`config.mk`:
```
export PLATFORM = sky130hd
export DESIGN_NAME = nmea_gga_position_parser_flat
export DESIGN_NICKNAME = d
export VERILOG_FILES = /design/src/rtl/ngga_pkg.sv /design/src/rtl/ngga_if.sv /design/src/rtl/ngga_step.sv /design/src/rtl/nmea_gga_position_parser.sv /design/src/flat_wrapper.sv
export SDC_FILE = /design/constraint.sdc
export NUM_CORES = 1
export LEC_CHECK = 0
export BUFFER_PORTS_ARGS = -buffer_cell sky130_fd_sc_hd__buf_2
export CAP_MARGIN = 20
export CORE_ASPECT_RATIO = 1.2
export CORE_MARGIN = 1
export CORE_UTILIZATION = 61
export CTS_BUF_LIST = sky130_fd_sc_hd__clkbuf_4 sky130_fd_sc_hd__clkbuf_8 sky130_fd_sc_hd__clkbuf_16
export DETAILED_ROUTE_END_ITERATION = 12
export MAX_ROUTING_LAYER = met4
export PLACE_DENSITY = 0.8
export SLEW_MARGIN = 15
export SYNTH_ARGS = -nofsm -noshare
export SYNTH_HDL_FRONTEND = slang
export SYNTH_SLANG_ARGS = --single-unit
```
`constraint.sdc`:
```
create_clock -name clk -period 15.45 [get_ports clk]
set_input_delay 1.545 -clock clk [delete_from_list [all_inputs] [get_ports clk]]
set_output_delay 1.545 -clock clk [all_outputs]
set_load 0.02 [all_outputs]
```
`src/rtl/ngga_pkg.sv`:
```
// Types, character codes and per-byte update functions of the GGA parser.
// Depends on nothing; used by ngga_step, the parser top level and the checker.
package ngga_pkg;

    localparam logic [7:0] CHAR_DOLLAR = 8'h24;
    localparam logic [7:0] CHAR_COMMA  = 8'h2C;
    localparam logic [7:0] CHAR_DOT    = 8'h2E;
    localparam logic [7:0] CHAR_N      = 8'h4E;
    localparam logic [7:0] CHAR_S      = 8'h53;
    localparam logic [7:0] CHAR_E      = 8'h45;
    localparam logic [7:0] CHAR_W      = 8'h57;
    localparam logic [7:0] CHAR_ZERO   = 8'd48;
    localparam logic [7:0] CHAR_NINE   = 8'd57;
    localparam logic [7:0] CHAR_G      = 8'h47;
    localparam logic [7:0] CHAR_P      = 8'h50;
    localparam logic [7:0] CHAR_A      = 8'h41;

    localparam logic [2:0] TAG_LEN = 3'd5;

    localparam logic [2:0] FIELD_HEAD = 3'd0;
    localparam logic [2:0] FIELD_TIME = 3'd1;
    localparam logic [2:0] FIELD_LAT  = 3'd2;
    localparam logic [2:0] FIELD_NS   = 3'd3;
    localparam logic [2:0] FIELD_LON  = 3'd4;
    localparam logic [2:0] FIELD_EW   = 3'd5;
    localparam logic [2:0] FIELD_REST = 3'd6;

    localparam logic [3:0] TIME_LEN = 4'd10;
    localparam logic [3:0] TIME_DOT = 4'd6;
    localparam logic [3:0] LAT_LEN  = 4'd9;
    localparam logic [3:0] LAT_DOT  = 4'd4;
    localparam logic [3:0] LON_LEN  = 4'd10;
    localparam logic [3:0] LON_DOT  = 4'd5;
    localparam logic [3:0] CHAR_POS_MAX = 4'd15;

    localparam int FLAG_TIME = 0;
    localparam int FLAG_LAT  = 1;
    localparam int FLAG_NS   = 2;
    localparam int FLAG_LON  = 3;
    localparam int FLAG_EW   = 4;

    localparam logic [1:0] STATUS_GOOD     = 2'd0;
    localparam logic [1:0] STATUS_POS_BAD  = 2'd1;
    localparam logic [1:0] STATUS_TIME_BAD = 2'd2;

    localparam logic [1:0] DIR_FIRST   = 2'd0;
    localparam logic [1:0] DIR_SECOND  = 2'd1;
    localparam logic [1:0] DIR_INVALID = 2'd2;

    typedef struct packed {
        logic        in_sentence;
        logic [2:0]  prefix_pos;
        logic        prefix_match;
        logic [2:0]  field_index;
        logic [3:0]  char_pos;
        logic        fmt_ok;
        logic [35:0] digit_shift;
        logic [7:0]  dir_char;
        logic [35:0] time_hold;
        logic [31:0] lat_hold;
        logic [35:0] lon_hold;
        logic [4:0]  field_flags;
        logic        lat_south;
        logic        lon_west;
    } state_t;

    typedef struct packed {
        logic [1:0]  status;
        logic [35:0] time_bcd;
        logic [31:0] lat_bcd;
        logic        lat_ok;
        logic [1:0]  lat_dir;
        logic [35:0] lon_bcd;
        logic        lon_ok;
        logic [1:0]  lon_dir;
    } rec_t;

    localparam state_t STATE_RESET = '{fmt_ok: 1'b1, default: '0};
    localparam state_t SENTENCE_OPEN =
        '{in_sentence: 1'b1, prefix_match: 1'b1, fmt_ok: 1'b1, default: '0};

    function automatic logic [7:0] tag_char(input logic [2:0] pos);
        logic [7:0] c;
        unique case (pos)
            3'd0:    c = CHAR_G;
            3'd1:    c = CHAR_P;
            3'd2:    c = CHAR_G;
            3'd3:    c = CHAR_G;
            3'd4:    c = CHAR_A;
            default: c = 8'h00;
        endcase
        return c;
    endfunction

    function automatic state_t field_clear(input state_t st);
        state_t s;
        s = st;
        s.char_pos    = '0;
        s.fmt_ok      = 1'b1;
        s.digit_shift = '0;
        s.dir_char    = '0;
        return s;
    endfunction

    function automatic state_t field_close(input state_t st);
        state_t s;
        s = st;
        unique case (s.field_index)
            FIELD_TIME:
            begin
                if (s.fmt_ok && s.char_pos == TIME_LEN)
                begin
                    s.field_flags[FLAG_TIME] = 1'b1;
                    s.time_hold = s.digit_shift;
                end
            end
            FIELD_LAT:
            begin
                if (s.fmt_ok && s.char_pos == LAT_LEN)
                begin
                    s.field_flags[FLAG_LAT] = 1'b1;
                    s.lat_hold = s.digit_shift[31:0];
                end
            end
            FIELD_NS:
            begin
                if (s.char_pos != 4'd0 && (s.dir_char == CHAR_N || s.dir_char == CHAR_S))
                begin
                    s.field_flags[FLAG_NS] = 1'b1;
                    s.lat_south = (s.dir_char == CHAR_S);
                end
            end
            FIELD_LON:
            begin
                if (s.fmt_ok && s.char_pos == LON_LEN)
                begin
                    s.field_flags[FLAG_LON] = 1'b1;
                    s.lon_hold = s.digit_shift;
                end
            end
            FIELD_EW:
            begin
                if (s.char_pos != 4'd0 && (s.dir_char == CHAR_E || s.dir_char == CHAR_W))
                begin
                    s.field_flags[FLAG_EW] = 1'b1;
                    s.lon_west = (s.dir_char == CHAR_W);
                end
            end
            default:
            begin
            end
        endcase
        return s;
    endfunction

    function automatic state_t numeric_char(input state_t st, input logic [7:0] b,
                                            input logic [3:0] len, input logic [3:0] dot);
        state_t s;
        logic   digit;
        s = st;
        digit = (b >= CHAR_ZERO) && (b <= CHAR_NINE);
        if (s.char_pos >= len)
        begin
            s.fmt_ok = 1'b0;
        end
        else if (s.char_pos == dot)
        begin
            if (b != CHAR_DOT)
            begin
                s.fmt_ok = 1'b0;
            end
        end
        else if (digit)
        begin
            s.digit_shift = {s.digit_shift[31:0], b[3:0]};
        end
        else
        begin
            s.fmt_ok = 1'b0;
        end
        return s;
    endfunction

    function automatic state_t content_byte(input state_t st, input logic [7:0] b);
        state_t s;
        s = st;
        if (s.prefix_pos < TAG_LEN)
        begin
            if (b != tag_char(s.prefix_pos))
            begin
                s.prefix_match = 1'b0;
            end
            s.prefix_pos = s.prefix_pos + 3'd1;
        end
        if (b == CHAR_COMMA)
        begin
            s = field_close(s);
            if (s.field_index < FIELD_REST)
            begin
                s.field_index = s.field_index + 3'd1;
            end
            s = field_clear(s);
        end
        else
        begin
            unique case (s.field_index)
                FIELD_TIME: s = numeric_char(s, b, TIME_LEN, TIME_DOT);
                FIELD_LAT:  s = numeric_char(s, b, LAT_LEN, LAT_DOT);
                FIELD_LON:  s = numeric_char(s, b, LON_LEN, LON_DOT);
                FIELD_NS, FIELD_EW:
                begin
                    if (s.char_pos == 4'd0)
                    begin
                        s.dir_char = b;
                    end
                end
                default:
                begin
                end
            endcase
            if (s.char_pos < CHAR_POS_MAX)
            begin
                s.char_pos = s.char_pos + 4'd1;
            end
        end
        return s;
    endfunction

    function automatic logic is_gga(input state_t s);
        return s.in_sentence && s.prefix_pos == TAG_LEN && s.prefix_match;
    endfunction

    function automatic rec_t build_record(input state_t s);
        rec_t r;
        r.lat_ok = s.field_flags[FLAG_LAT];
        r.lon_ok = s.field_flags[FLAG_LON];
        if (!s.field_flags[FLAG_TIME])
        begin
            r.status = STATUS_TIME_BAD;
        end
        else if (s.field_flags[FLAG_EW:FLAG_LAT] != 4'hF)
        begin
            r.status = STATUS_POS_BAD;
        end
        else
        begin
            r.status = STATUS_GOOD;
        end
        r.time_bcd = s.field_flags[FLAG_TIME] ? s.time_hold : 36'd0;
        r.lat_bcd  = r.lat_ok ? s.lat_hold : 32'd0;
        r.lon_bcd  = r.lon_ok ? s.lon_hold : 36'd0;
        if (!s.field_flags[FLAG_NS])
        begin
            r.lat_dir = DIR_INVALID;
        end
        else
        begin
            r.lat_dir = s.lat_south ? DIR_SECOND : DIR_FIRST;
        end
        if (!s.field_flags[FLAG_EW])
        begin
            r.lon_dir = DIR_INVALID;
        end
        else
        begin
            r.lon_dir = s.lon_west ? DIR_SECOND : DIR_FIRST;
        end
        return r;
    endfunction

endpackage

```
`src/rtl/ngga_if.sv`:
```
// Valid/ready channel interfaces of the GGA parser: the byte stream in and
// the position record out. Depends on nothing.
interface ngga_byte_if;
    logic       valid;
    logic       ready;
    logic [7:0] data_byte;
    logic       end_of_buffer;

    modport source (output valid, output data_byte, output end_of_buffer, input ready);
    modport sink (input valid, input data_byte, input end_of_buffer, output ready);
endinterface

interface ngga_rec_if;
    logic        valid;
    logic        ready;
    logic [1:0]  status;
    logic [35:0] time_bcd;
    logic [31:0] lat_bcd;
    logic        lat_ok;
    logic [1:0]  lat_dir;
    logic [35:0] lon_bcd;
    logic        lon_ok;
    logic [1:0]  lon_dir;

    modport source (output valid, output status, output time_bcd, output lat_bcd,
                    output lat_ok, output lat_dir, output lon_bcd, output lon_ok,
                    output lon_dir, input ready);
    modport sink (input valid, input status, input time_bcd, input lat_bcd,
                  input lat_ok, input lat_dir, input lon_bcd, input lon_ok,
                  input lon_dir, output ready);
endinterface

```
`src/rtl/ngga_step.sv`:
```
// Per-byte update of the GGA parser: next sentence state and closing record.
// Depends on ngga_pkg.
module ngga_step (
    input  ngga_pkg::state_t cur,
    input  logic [7:0]       data_byte,
    input  logic             end_of_buffer,
    output ngga_pkg::state_t nxt,
    output logic             emit,
    output ngga_pkg::rec_t   rec
);
    import ngga_pkg::*;

    state_t close_src;
    logic   is_dollar;

    always_comb
    begin
        is_dollar = (data_byte == CHAR_DOLLAR);
        if (is_dollar)
        begin
            close_src = cur;
            nxt       = SENTENCE_OPEN;
        end
        else if (cur.in_sentence)
        begin
            close_src = content_byte(cur, data_byte);
            nxt       = close_src;
        end
        else
        begin
            close_src = cur;
            nxt       = cur;
        end
        if (end_of_buffer)
        begin
            nxt.in_sentence = 1'b0;
        end
        emit = is_gga(close_src) && (is_dollar || end_of_buffer);
        rec  = build_record(field_close(close_src));
    end

endmodule

```
`src/rtl/nmea_gga_position_parser.sv`:
```
// Top level of the GGA position parser: sentence state, result register, skid.
// Depends on ngga_pkg, ngga_if and ngga_step.
//
// The stream channel takes one NMEA character per beat, with end_of_buffer
// marking the last character of a buffer. A sentence opens at '$' and closes
// at the next '$' or at a beat marked end_of_buffer; a closing GPGGA sentence
// yields one record beat on the result channel.
// Throughput is one character per cycle while stream.ready is high. Records
// come from a result register, entering the skid register first if it is full.
// Reset clears the sentence state, so characters are ignored until a '$'
// arrives, and empties the result and skid registers.
// When the receiver stalls, characters that close no sentence keep flowing;
// one further record is held in a skid register, and stream.ready falls only
// while both the result and the skid register are full.
module nmea_gga_position_parser (
    input  logic          clk,
    input  logic          rst_n,
    ngga_byte_if.sink     stream,
    ngga_rec_if.source    result
);
    import ngga_pkg::*;

    state_t state_reg;
    state_t state_next;
    logic   emit;
    rec_t   rec;
    logic   accept;
    logic   push;
    logic   out_free;

    logic   out_valid_reg;
    logic   out_valid_next;
    rec_t   out_rec_reg;
    rec_t   out_rec_next;
    logic   skid_valid_reg;
    logic   skid_valid_next;
    rec_t   skid_rec_reg;
    rec_t   skid_rec_next;

    ngga_step u_step (
        .cur           (state_reg),
        .data_byte     (stream.data_byte),
        .end_of_buffer (stream.end_of_buffer),
        .nxt           (state_next),
        .emit          (emit),
        .rec           (rec)
    );

    assign stream.ready = !skid_valid_reg;
    assign accept       = stream.valid && stream.ready;
    assign push         = accept && emit;
    assign out_free     = !out_valid_reg || result.ready;

    always_comb
    begin
        out_valid_next  = out_valid_reg;
        out_rec_next    = out_rec_reg;
        skid_valid_next = skid_valid_reg;
        skid_rec_next   = skid_rec_reg;
        if (out_free)
        begin
            if (skid_valid_reg)
            begin
                out_valid_next  = 1'b1;
                out_rec_next    = skid_rec_reg;
                skid_valid_next = push;
                skid_rec_next   = rec;
            end
            else
            begin
                out_valid_next = push;
                out_rec_next   = rec;
            end
        end
        else if (push)
        begin
            skid_valid_next = 1'b1;
            skid_rec_next   = rec;
        end
    end

    always_ff @(posedge clk or negedge rst_n)
    begin
        if (!rst_n)
        begin
            state_reg      <= STATE_RESET;
            out_valid_reg  <= 1'b0;
            skid_valid_reg <= 1'b0;
        end
        else
        begin
            if (accept)
            begin
                state_reg <= state_next;
            end
            out_valid_reg  <= out_valid_next;
            skid_valid_reg <= skid_valid_next;
        end
    end

    always_ff @(posedge clk)
    begin
        out_rec_reg  <= out_rec_next;
        skid_rec_reg <= skid_rec_next;
    end

    assign result.valid    = out_valid_reg;
    assign result.status   = out_rec_reg.status;
    assign result.time_bcd = out_rec_reg.time_bcd;
    assign result.lat_bcd  = out_rec_reg.lat_bcd;
    assign result.lat_ok   = out_rec_reg.lat_ok;
    assign result.lat_dir  = out_rec_reg.lat_dir;
    assign result.lon_bcd  = out_rec_reg.lon_bcd;
    assign result.lon_ok   = out_rec_reg.lon_ok;
    assign result.lon_dir  = out_rec_reg.lon_dir;

endmodule

```
`src/flat_wrapper.sv`:
```
// flat-port wrapper written by rule: the top's interface ports become plain ports
module nmea_gga_position_parser_flat import ngga_pkg::*;
  (clk, rst_n, stream_valid, stream_data_byte, stream_end_of_buffer, stream_ready, result_valid, result_status, result_time_bcd, result_lat_bcd, result_lat_ok, result_lat_dir, result_lon_bcd, result_lon_ok, result_lon_dir, result_ready);
  ngga_byte_if stream_i ();
  ngga_rec_if result_i ();
  input  logic clk;
  input  logic rst_n;
  input wire logic [$bits(stream_i.valid)-1:0] stream_valid;
  input wire logic [$bits(stream_i.data_byte)-1:0] stream_data_byte;
  input wire logic [$bits(stream_i.end_of_buffer)-1:0] stream_end_of_buffer;
  output wire logic [$bits(stream_i.ready)-1:0] stream_ready;
  output wire logic [$bits(result_i.valid)-1:0] result_valid;
  output wire logic [$bits(result_i.status)-1:0] result_status;
  output wire logic [$bits(result_i.time_bcd)-1:0] result_time_bcd;
  output wire logic [$bits(result_i.lat_bcd)-1:0] result_lat_bcd;
  output wire logic [$bits(result_i.lat_ok)-1:0] result_lat_ok;
  output wire logic [$bits(result_i.lat_dir)-1:0] result_lat_dir;
  output wire logic [$bits(result_i.lon_bcd)-1:0] result_lon_bcd;
  output wire logic [$bits(result_i.lon_ok)-1:0] result_lon_ok;
  output wire logic [$bits(result_i.lon_dir)-1:0] result_lon_dir;
  input wire logic [$bits(result_i.ready)-1:0] result_ready;
  assign stream_i.valid = stream_valid;
  assign stream_i.data_byte = stream_data_byte;
  assign stream_i.end_of_buffer = stream_end_of_buffer;
  assign stream_ready = stream_i.ready;
  assign result_valid = result_i.valid;
  assign result_status = result_i.status;
  assign result_time_bcd = result_i.time_bcd;
  assign result_lat_bcd = result_i.lat_bcd;
  assign result_lat_ok = result_i.lat_ok;
  assign result_lat_dir = result_i.lat_dir;
  assign result_lon_bcd = result_i.lon_bcd;
  assign result_lon_ok = result_i.lon_ok;
  assign result_lon_dir = result_i.lon_dir;
  assign result_i.ready = result_ready;
  nmea_gga_position_parser u_core (.clk(clk), .rst_n(rst_n), .stream(stream_i), .result(result_i));
endmodule
```
==> impl_metrics.env, run 1 <==
export IMPL_yosysTopAreaCell="edfxtp_1"
export IMPL_maxCapViolCount=0
export IMPL_p_leak_uw=0.00924
export IMPL_post_cts_resized=0
export IMPL_cpMostUsedCell="mux2_2"
export IMPL_crit_chain="buf_2 -> or4b_4 -> nor3_4 -> o2bb2ai_1 -> o2111ai_2 -> nor4_4 -> buf_4 -> mux2_2 -> mux2_2"
export IMPL_rsz0062_at_grt="false"
export IMPL_fin_cells=2137
export IMPL_finalHoldViolations=0
export IMPL_synth_edff_count=224
export IMPL_syn_avg_cell_area_sq_um=11.3
export IMPL_slew_headroom_pct=24.2
export IMPL_cts_tree="yes"
export IMPL_synthFlopType="edfxtp_1"
export IMPL_peakVddDrop_v=0.0000908
export IMPL_drcViolationCount=0
export IMPL_drive_gt1_share_pct=23.2
export IMPL_start_util_pct=62.2
export IMPL_dr_total_vias=14450
export IMPL_dpl_hpwl_um=30000
export IMPL_clock_skew_ps=15.5
export IMPL_largest_reg_flops=168
export IMPL_critPathArrivalTime_ps=5310
export IMPL_maxSlewViolCount=0
export IMPL_synth_seq_area_share_pct=57.8
export IMPL_startpoint_type="input port"
export IMPL_die_area_sq_mm=0.0319
export IMPL_pwr_share_clk_pct=44.9
export IMPL_switching_power_uw=466
export IMPL_max_stage_delay_ps=710
export IMPL_setup_viol=0
export IMPL_cpMaxStageDelayCell="buf_4"
export IMPL_io_buffers=126
export IMPL_final_nets=1738
export IMPL_synth_cells=1683
export IMPL_timing_fmax_mhz=199
export IMPL_synth_nets=1711
export IMPL_ff2ff_path_depth=10
export IMPL_root_buffer="clkbuf_16"
export IMPL_wl_um=50600
export IMPL_dr_pass1_iters=6
export IMPL_synth_top_area_share_pct=35.4
export IMPL_area_growth_pct=11.0
export IMPL_total_power_uw=2190
export IMPL_hp_start="u_core.state_reg[163]"
export IMPL_place_area_sq_mm=0.0197
export IMPL_clock_latency_ps=540
export IMPL_drt_iter0_markers=1618
export IMPL_tightest_slew_ps=1130
export IMPL_yosysWarnings=0
export IMPL_seqPwrFrac_pct=51.4
export IMPL_fillCellCount=2170
export IMPL_dp_slack_ps=9940
export IMPL_ctsHoldBuffers=0
export IMPL_fin_ws_ps=10420
export IMPL_r2r_end="u_core.result.lat_bcd[14]"
export IMPL_grt_pass1_vias=14242
export IMPL_setup_tns_ps=0
export IMPL_finish_instance_area_sq_mm=0.0211
export IMPL_r2r_slack_ps=11250
export IMPL_post_route_min_period_ps=5030
export IMPL_gp_congestion=0.888
export IMPL_p_int_uw=1720
export IMPL_ant_nets=0
export IMPL_swShare_pct=21.3
export IMPL_cts_sinks=394
export IMPL_endpoint_kind="flip-flop"
export IMPL_finalCritPeriodShare_pct=32.5
export IMPL_drt_vias_per_instance=6.76
export IMPL_dp_cells=2063
export IMPL_grt_first_pass_wirelength_um=80100
export IMPL_ctsLongestPathBuffers=3
export IMPL_path_clk_slew_ps=60
export IMPL_status="completed"
export IMPL_grtUsageTotal_pct=33.4
export IMPL_cts_made_buffers=39
export IMPL_wl_per_cell_um=23.7
export IMPL_worstReg2RegStart="u_core.state_reg[157]"
export IMPL_cts_setup_buffers=0
export IMPL_whs_path_depth=2
export IMPL_antenna_found_initial=1
export IMPL_path_max_fanout=64
export IMPL_criticalPathCategory="input port to flip-flop"
export IMPL_ios=127
export IMPL_synthTopCellsByArea="edfxtp_1 (35%), dfrtp_1 (22%), mux2_2 (6.5%), nand2_1 (4.7%), a21oi_1 (4.2%)"
export IMPL_synth_seq_cells=394
export IMPL_coreArea_sq_mm=0.0306
export IMPL_async_reset_ff_share_pct=43.1
export IMPL_hold_class="flip-flop to flip-flop"
export IMPL_rows=70
export IMPL_chipWidth_um=163
export IMPL_cp_required_ps=15730
export IMPL_synth_area_sq_mm=0.0190
export IMPL_p_per_area_mw_per_mm2=104
export IMPL_die_y_um=195
export IMPL_grt_overflow=0
export IMPL_ys_types=80
export IMPL_pwr_share_comb_pct=3.6
export IMPL_cts_htree_levels=2
export IMPL_hold_end="u_core.state_reg[163]"
export IMPL_grt_max_degree=94
worst max path at each step:
stage                                    from                         to  depth (start not counted)
after floorplan                  result_ready     u_core.skid_rec_reg[0]                          2
after global placement    stream_data_byte[1]  u_core.result.lat_bcd[14]                          9
after detailed placement  stream_data_byte[1]  u_core.result.lat_bcd[14]                          9
after CTS                 stream_data_byte[1]  u_core.result.lat_bcd[14]                          9
after global routing      stream_data_byte[6]      u_core.state_reg[107]                          8
final                     stream_data_byte[1]  u_core.result.lat_bcd[14]                          9
critical path, delay by kind of cell:
kind,cells,cell delay (ps)
AOI/OAI and AO/OA,2,500
buffers and inverters,2,890
and+or+nand+nor,3,1550
muxes,2,700
power by group through the flow:
stage	Sequential [uW]	Clock, uW	Combinational (uW)
after global placement	1150	0	76.1
final	1130	983	79.5
after global routing	1130	1030	88.4
after floorplan	1140	0	57.0
after CTS	1120	994	78.0
after detailed placement	1150	0	78.0
logic make-up after synthesis:
kind of cell | after synthesis | share of synthesized area (%)
muxes | 113 | 6.67
buffers and inverters | 189 | 4.15
AOI/OAI and AO/OA | 503 | 18.3
and+or+nand+nor | 466 | 12.0
adders and majority gates | 15 | 0.988
DFF | 394 | 57.8
xor gates and xnor gates | 3 | 0.138
synthesized netlist by cell type (3+ instances only):
| master | count |
|---|---|
| clkbuf_1 | 137 |
| buf_2 | 21 |
| a22oi_1 | 40 |
| nor3b_1 | 4 |
| xnor2_1 | 3 |
| o21a_1 | 3 |
| nand2_1 | 236 |
| nand3_1 | 16 |
| ha_1 | 15 |
| nor4_1 | 5 |
| buf_6 | 7 |
| or3b_2 | 4 |
| nor3_1 | 12 |
| a22o_1 | 75 |
| a21boi_0 | 3 |
| mux2i_1 | 4 |
| a21oi_1 | 158 |
| o211ai_1 | 3 |
| o21ai_1 | 3 |
| buf_1 | 4 |
| o21ai_0 | 33 |
| a21o_1 | 7 |
| a21oi_2 | 30 |
| and3_1 | 81 |
| a32o_1 | 4 |
| nor3_2 | 3 |
| nand4_1 | 9 |
| nor2_1 | 55 |
| a211oi_1 | 102 |
| nand2b_1 | 4 |
| nor2b_1 | 5 |
| dfrtp_1 | 169 |
| or3_1 | 3 |
| mux2_2 | 109 |
| o31ai_1 | 5 |
| nand3b_1 | 3 |
| edfxtp_1 | 224 |
| inv_1 | 17 |
| o221ai_1 | 3 |
| a31oi_1 | 10 |
| and2_1 | 7 |
layer usage:
metal | vias to the layer above | wire (um) | global-route usage (%)
met1 | 7122 | 19700 | 43.7
met3 | 158 | 4270 | 5.48
met2 | 847 | 24800 | 52.2
met4 | 0 | 1810 | 13.5
met5 | - | 0 | -
li1 | 6323 | - | -
area by class of cell:
class	count	area [sq um]	area share, %
Clock buffer	55	1140	5.42
Multi-Input combinational cell	1100	7310	34.7
Tap cell	396	495	2.35
Clock inverter	16	186	0.884
Sequential cell	394	11000	52.1
Timing Repair Buffer	156	890	4.22
Inverter	19	73.8	0.350
Antenna cell	1	2.50	0.0119
cell usage in the layout (no fill, tap or decap), types with 6 or more instances in the layout:
| master | instances |
|---|---|
| nor2_1 | 53 |
| a21oi_1 | 158 |
| clkbuf_16 | 41 |
| a22o_1 | 75 |
| clkbuf_4 | 12 |
| ha_1 | 15 |
| nand4_1 | 9 |
| a21o_1 | 7 |
| nand3_1 | 16 |
| inv_1 | 17 |
| edfxtp_1 | 224 |
| clkinv_2 | 6 |
| a31oi_1 | 10 |
| buf_4 | 28 |
| a22oi_1 | 40 |
| and2_1 | 6 |
| a211oi_1 | 102 |
| mux2_2 | 109 |
| a21oi_2 | 30 |
| o21ai_0 | 31 |
| buf_2 | 125 |
| and3_1 | 79 |
| dfrtp_1 | 168 |
| nand2_1 | 236 |
| nor3_1 | 11 |
per-stage QoR:
step | hold slack [ps] | util [%]
floorplan | 438 | -
global placement | 453 | 64.5
detailed placement | 467 | 64.5
CTS | 481 | 68.8
global route | 501 | 69.0
finish | 478 | 69.0
No activity file was read; power rests on OpenSTA's default activity.
==> run 2: changes to the inputs <==
--- a/config.mk
+++ b/config.mk
@@ -9,11 +9,11 @@
 export CAP_MARGIN = 20
 export CORE_ASPECT_RATIO = 1.2
 export CORE_MARGIN = 1
-export CORE_UTILIZATION = 61
+export CORE_UTILIZATION = 55
 export CTS_BUF_LIST = sky130_fd_sc_hd__clkbuf_4 sky130_fd_sc_hd__clkbuf_8 sky130_fd_sc_hd__clkbuf_16
 export DETAILED_ROUTE_END_ITERATION = 12
 export MAX_ROUTING_LAYER = met4
-export PLACE_DENSITY = 0.8
+export PLACE_DENSITY = 0.76
 export SLEW_MARGIN = 15
 export SYNTH_ARGS = -nofsm -noshare
 export SYNTH_HDL_FRONTEND = slang
==> constraint.sdc (replaced) <==
create_clock -name clk -period 4.6 [get_ports clk]
set_input_delay 0.46 -clock clk [delete_from_list [all_inputs] [get_ports clk]]
set_output_delay 0.46 -clock clk [all_outputs]
set_load 0.02 [all_outputs]
==> impl_metrics.env, run 2 (synthesized netlist as in run 1, its figures left out) <==
export IMPL_layout_commonest_cell="nand2_1"
export IMPL_drive_gt1_share_pct=24.1
export IMPL_cp_startpoint="u_core.state_reg[157]"
export IMPL_status="completed"
export IMPL_ctsHoldBuffers=0
export IMPL_worstReg2RegStart="u_core.state_reg[157]"
export IMPL_ant_nets=0
export IMPL_drt_vias_per_instance=6.46
export IMPL_dr_total_vias=14365
export IMPL_rows=74
export IMPL_finalHoldViolations=0
export IMPL_p_per_area_mw_per_mm2=348
export IMPL_ios=127
export IMPL_rsz0062_at_grt="false"
export IMPL_fillCellCount=2674
export IMPL_area_growth_pct=12.9
export IMPL_antenna_found_initial=1
export IMPL_swShare_pct=21.3
export IMPL_clock_skew_ps=13.7
export IMPL_cts_setup_buffers=0
export IMPL_cts_sinks=394
export IMPL_r2r_slack_ps=580
export IMPL_pwr_share_comb_pct=3.7
export IMPL_multi_input_area_sq_mm=0.00731
export IMPL_die_y_um=206
export IMPL_cts_tree="yes"
export IMPL_gp_congestion=0.962
export IMPL_grt_overflow=0
export IMPL_setup_viol=0
export IMPL_cts_htree_levels=2
export IMPL_finalCritPeriodShare_pct=87.4
export IMPL_peakVddDrop_v=0.000278
export IMPL_hold_class="input port to async pin"
export IMPL_ff2ff_path_depth=10
export IMPL_grt_pass1_vias=13907
export IMPL_maxSlewViolCount=0
export IMPL_largest_reg_flops=168
export IMPL_drcViolationCount=0
export IMPL_timing_fmax_mhz=249
export IMPL_final_nets=1763
export IMPL_path_max_fanout=36
export IMPL_tightest_slew_ps=1020
export IMPL_grtUsageTotal_pct=30.5
export IMPL_chipWidth_um=172
export IMPL_post_route_min_period_ps=4020
export IMPL_p_leak_uw=0.00940
export IMPL_seqPwrFrac_pct=50.5
export IMPL_path_clk_slew_ps=60
export IMPL_start_util_pct=55.8
export IMPL_maxCapViolCount=0
export IMPL_setup_tns_ps=0
export IMPL_slew_headroom_pct=31.5
export IMPL_fin_cells=2222
export IMPL_dpl_hpwl_um=31600
export IMPL_clock_latency_ps=540
export IMPL_critPathArrivalTime_ps=4300
export IMPL_endpoint_kind="flip-flop"
export IMPL_die_area_sq_mm=0.0353
export IMPL_wl_per_cell_um=23.1
export IMPL_fin_ws_ps=581
export IMPL_coreArea_sq_mm=0.0341
export IMPL_r2r_end="u_core.result.time_bcd[23]"
export IMPL_switching_power_uw=1590
export IMPL_io_buffers=126
export IMPL_startpoint_type="flip-flop"
export IMPL_whs_ps=52.4
export IMPL_dr_pass1_iters=5
export IMPL_ctsLongestPathBuffers=3
export IMPL_grt_first_pass_wirelength_um=80000
export IMPL_cts_made_buffers=40
export IMPL_dp_slack_ps=572
export IMPL_dp_cells=2149
export IMPL_grt_max_degree=104
export IMPL_root_buffer="clkbuf_16"
export IMPL_mostFrequentLayoutCells="nand2_1 (236), edfxtp_1 (224), dfrtp_1 (168), a21oi_1 (158), buf_2 (125)"
export IMPL_cp_required_ps=4880
export IMPL_p_int_uw=5880
export IMPL_criticalPathCategory="flip-flop to flip-flop"
export IMPL_post_cts_resized=0
export IMPL_wl_um=51400
export IMPL_drt_iter0_markers=1376
export IMPL_register_area_sq_mm=0.0110
export IMPL_pwr_share_clk_pct=45.8
## run 2: cell count changes in the layout (fill, tap and decap cells not counted), sizes merged
cell / delta
buf: +24
bufinv: +1
clkbuf: +1
clkinv: +2
clkinvlp: -2
inv: -1
## run 2: final cells by class
class / instances / area share [%]
inverter: 19 / 0.344
antenna: 1 / 0.0117
tap: 456 / 2.66
timing repair buffer: 180 / 5.38
multi-input combinational: 1100 / 34.0
clock buffer: 56 / 5.45
sequential: 394 / 51.2
clock inverter: 16 / 0.944
## run 2: layer usage
layer | vias to the layer above | track usage (%) | wire [um]
met5 | - | - | 0
met4 | 0 | 13.4 | 1940
met3 | 141 | 4.25 | 3910
met2 | 726 | 46.6 | 24500
met1 | 7112 | 40.8 | 21000
li1 | 6386 | - | -
## run 2: power groups by stage
stage	clock [uW]	combinational, uW	sequential, uW
final	3420	279	3770
after floorplan	0	192	3820
after detailed placement	0	277	3840
after global routing	3600	307	3770
after CTS	3460	279	3770
after global placement	0	272	3840
## run 2: worst max path at each step
| stage | to | slack (ps) |
|---|---|---|
| 5_1_grt | u_core.result.time_bcd[13] | 450 |
| 2_1_floorplan | u_core.skid_rec_reg[0] | 220 |
| 3_5_place_dp | u_core.result.lat_bcd[29] | 570 |
| 4_1_cts | u_core.result.time_bcd[23] | 630 |
| 3_3_place_gp | u_core.result.lat_bcd[23] | 590 |
| 6_report | u_core.result.time_bcd[23] | 580 |
## run 2: worst max-delay path: stages, from the launching register on
cell and delay [ps]:
dfrtp_1 510, inv_1 150, ha_1 260, or3b_2 470, a22o_1 210, and2_1 150
a2111o_1 400, a21o_2 550, a22oi_1 540, a21oi_1 200, mux2_2 320
## run 2: metrics by stage
step                util [%]  total power [uW]  instance area, sq um
global route            63.0              7680                 21500
floorplan                  -              4010                 19000
CTS                     63.0              7510                 21500
global placement        59.0              4110                 20100
finish                  63.0              7470                 21500
detailed placement      59.0              4120                 20100
==> run 3: changes to the inputs <==
--- a/config.mk
+++ b/config.mk
@@ -5,15 +5,15 @@
 export SDC_FILE = /design/constraint.sdc
 export NUM_CORES = 1
 export LEC_CHECK = 0
+export ABC_AREA = 1
 export BUFFER_PORTS_ARGS = -buffer_cell sky130_fd_sc_hd__buf_2
-export CAP_MARGIN = 20
 export CORE_ASPECT_RATIO = 1.2
 export CORE_MARGIN = 1
-export CORE_UTILIZATION = 55
+export CORE_UTILIZATION = 56
 export CTS_BUF_LIST = sky130_fd_sc_hd__clkbuf_4 sky130_fd_sc_hd__clkbuf_8 sky130_fd_sc_hd__clkbuf_16
 export DETAILED_ROUTE_END_ITERATION = 12
 export MAX_ROUTING_LAYER = met4
-export PLACE_DENSITY = 0.76
+export PLACE_DENSITY = 0.75
 export SLEW_MARGIN = 15
 export SYNTH_ARGS = -nofsm -noshare
 export SYNTH_HDL_FRONTEND = slang
==> impl_metrics.env, run 3 <==
export IMPL_path_max_fanout=23
export IMPL_synth_top_area_share_pct=32.5
export IMPL_p_leak_uw=0.0104
export IMPL_critPathArrivalTime_ps=3930
export IMPL_mostFrequentLayoutCells="nand2_1 (631), o21ai_0 (289), inv_1 (267), edfxtp_1 (224), nor2_1 (174)"
export IMPL_path_clk_slew_ps=60
export IMPL_ctsHoldBuffers=0
export IMPL_largest_reg_flops=168
export IMPL_drt_iter0_markers=2329
export IMPL_root_buffer="clkbuf_16"
export IMPL_rsz0062_at_grt="false"
export IMPL_grt_max_degree=95
export IMPL_coreArea_sq_mm=0.0361
export IMPL_drive_gt1_share_pct=11.4
export IMPL_timing_fmax_mhz=271
export IMPL_dpl_hpwl_um=38000
export IMPL_grt_first_pass_wirelength_um=92900
export IMPL_synth_cells=2494
export IMPL_tightest_slew_ps=1160
export IMPL_dr_total_vias=17984
export IMPL_drt_vias_per_instance=5.94
export IMPL_post_route_min_period_ps=3690
export IMPL_whs_ps=-42.7
export IMPL_setup_tns_ps=0
export IMPL_die_area_sq_mm=0.0377
export IMPL_post_cts_resized=0
export IMPL_chipWidth_um=177
export IMPL_synth_commonest_cells="nand2_1 (633), o21ai_0 (290), inv_1 (268)"
export IMPL_status="finished with violations"
export IMPL_peakVddDrop_v=0.000238
export IMPL_cts_setup_buffers=0
export IMPL_fin_ws_ps=907
export IMPL_maxSlewViolCount=0
export IMPL_synthFlopType="edfxtp_1"
export IMPL_drcViolationCount=0
export IMPL_async_reset_ff_share_pct=43.1
export IMPL_grt_overflow=0
export IMPL_maxCapViolCount=0
export IMPL_rows=76
export IMPL_grt_pass1_vias=16781
export IMPL_p_per_area_mw_per_mm2=376
export IMPL_start_util_pct=57.2
export IMPL_violations="hold timing"
export IMPL_finalCritPeriodShare_pct=80.3
export IMPL_cts_htree_levels=2
export IMPL_syn_avg_cell_area_sq_um=8.29
export IMPL_synthTopCellsByArea="edfxtp_1 (33%), dfrtp_1 (20%), nand2_1 (11%), o21ai_0 (7.0%), inv_1 (4.9%)"
export IMPL_finalHoldViolations=5
export IMPL_final_nets=2557
export IMPL_yosysMostFrequentCell="nand2_1"
export IMPL_dp_slack_ps=920
export IMPL_total_power_uw=8580
export IMPL_clock_skew_ps=25.3
export IMPL_dr_pass1_iters=5
export IMPL_ios=127
export IMPL_synth_nets=2522
export IMPL_wl_um=58900
export IMPL_area_growth_pct=10.5
export IMPL_hold_class="input port to async pin"
export IMPL_synth_seq_area_share_pct=53.1
export IMPL_gp_congestion=0.937
export IMPL_synth_edff_count=224
export IMPL_die_y_um=213
export IMPL_grtUsageTotal_pct=32.7
export IMPL_wl_per_cell_um=19.5
export IMPL_cts_tree="yes"
export IMPL_criticalPathCategory="flip-flop to flip-flop"
export IMPL_layout_commonest_cell="nand2_1"
export IMPL_cp_required_ps=4830
export IMPL_ctsLongestPathBuffers=3
export IMPL_yosysTopAreaCell="edfxtp_1"
export IMPL_yosysWarnings=0
export IMPL_ant_nets=0
export IMPL_slew_headroom_pct=22.0
export IMPL_startpoint_type="flip-flop"
export IMPL_clock_latency_ps=550
export IMPL_setup_viol=0
export IMPL_io_buffers=126
export IMPL_antenna_found_initial=1
export IMPL_synth_area_sq_mm=0.0207
export IMPL_endpoint_kind="flip-flop"
export IMPL_cts_sinks=394
export IMPL_cts_made_buffers=40
export IMPL_synth_seq_cells=394
export IMPL_ys_types=50
run 3: cell count changes after synthesis, sizes merged, moves of 75 or more:
cell / previous run / this run
a21oi: 188 / 98
a22o: 75 / 0
and3: 81 / 0
inv: 18 / 283
mux2: 109 / 0
nand2: 236 / 638
nand3: 16 / 116
nor2: 55 / 183
o21ai: 37 / 369
run 3: logic make-up (layout without fill, tap and decap cells):
group                      after synthesis  after routing  synth area share, %
and+or+nand+nor                       1000           1000                 20.0
AOI/OAI and AO/OA                      623            623                 17.3
buffers and inverters                  461            527                 8.67
DFF                                    394            394                 53.1
adders and majority gates               15             15                0.907
xor gates and xnor gates                 1              1               0.0424
other                                    0              1                    0
run 3: area by class of cell:
class                   instances  area, sq um
multi-input cells            1639         7940
clock buffers                  52         1110
well taps                     468          586
diodes                          1         2.50
clock inverters                21          181
flip-flops and latches        394        11000
inverters                     288         1080
fillers                      3092        13300
repair buffers                166          962
run 3: critical path, stage by stage, from the launching register on:
cell	delay (ps)
dfrtp_1	870
nand3_4	290
nor2_4	180
nand2_1	100
a21oi_2	220
nand2_1	80
nor2_1	150
nand3_2	410
inv_2	600
nand3_1	170
nand2_1	160
o21ai_1	120
run 3: worst paths after layout:
path	depth (start not counted)	endpoint	slack [ps]	startpoint
setup / recovery	11	u_core.result.lat_bcd[15]	910	u_core.state_reg[167]
hold / removal	1	u_core.state_reg[111]	-40	rst_n
setup reg to reg	11	u_core.result.lat_bcd[15]	910	u_core.state_reg[167]
hold reg to reg	2	u_core.state_reg[1]	490	u_core.state_reg[1]
max in group asynchronous	2	u_core.state_reg[47]	3680	rst_n
min in group clk	4	u_core.state_reg[167]	380	stream_end_of_buffer
run 3: power by group:
group / internal, uW / switching, uW
combinational: 333 / 792
sequential: 3940 / 266
clock: 1880 / 1370
run 3: through the flow:
step	cell area, sq um	std cells	hold slack (ps)	utilization [%]
finish	22900	3029	-42.7	63.3
global route	22900	3029	71.1	63.3
CTS	22900	3028	45.3	63.2
detailed placement	21600	2955	470	59.7
global placement	21600	2955	467	59.7
floorplan	20700	2494	164	-
run 3: metal layers:
metal,GRT usage (%),vias to the layer above,routed length (um)
li1,-,8407,-
met1,43.8,8510,24100
met2,50.9,925,27800
met3,4.83,142,5200
met4,11.4,0,1860
met5,-,-,0
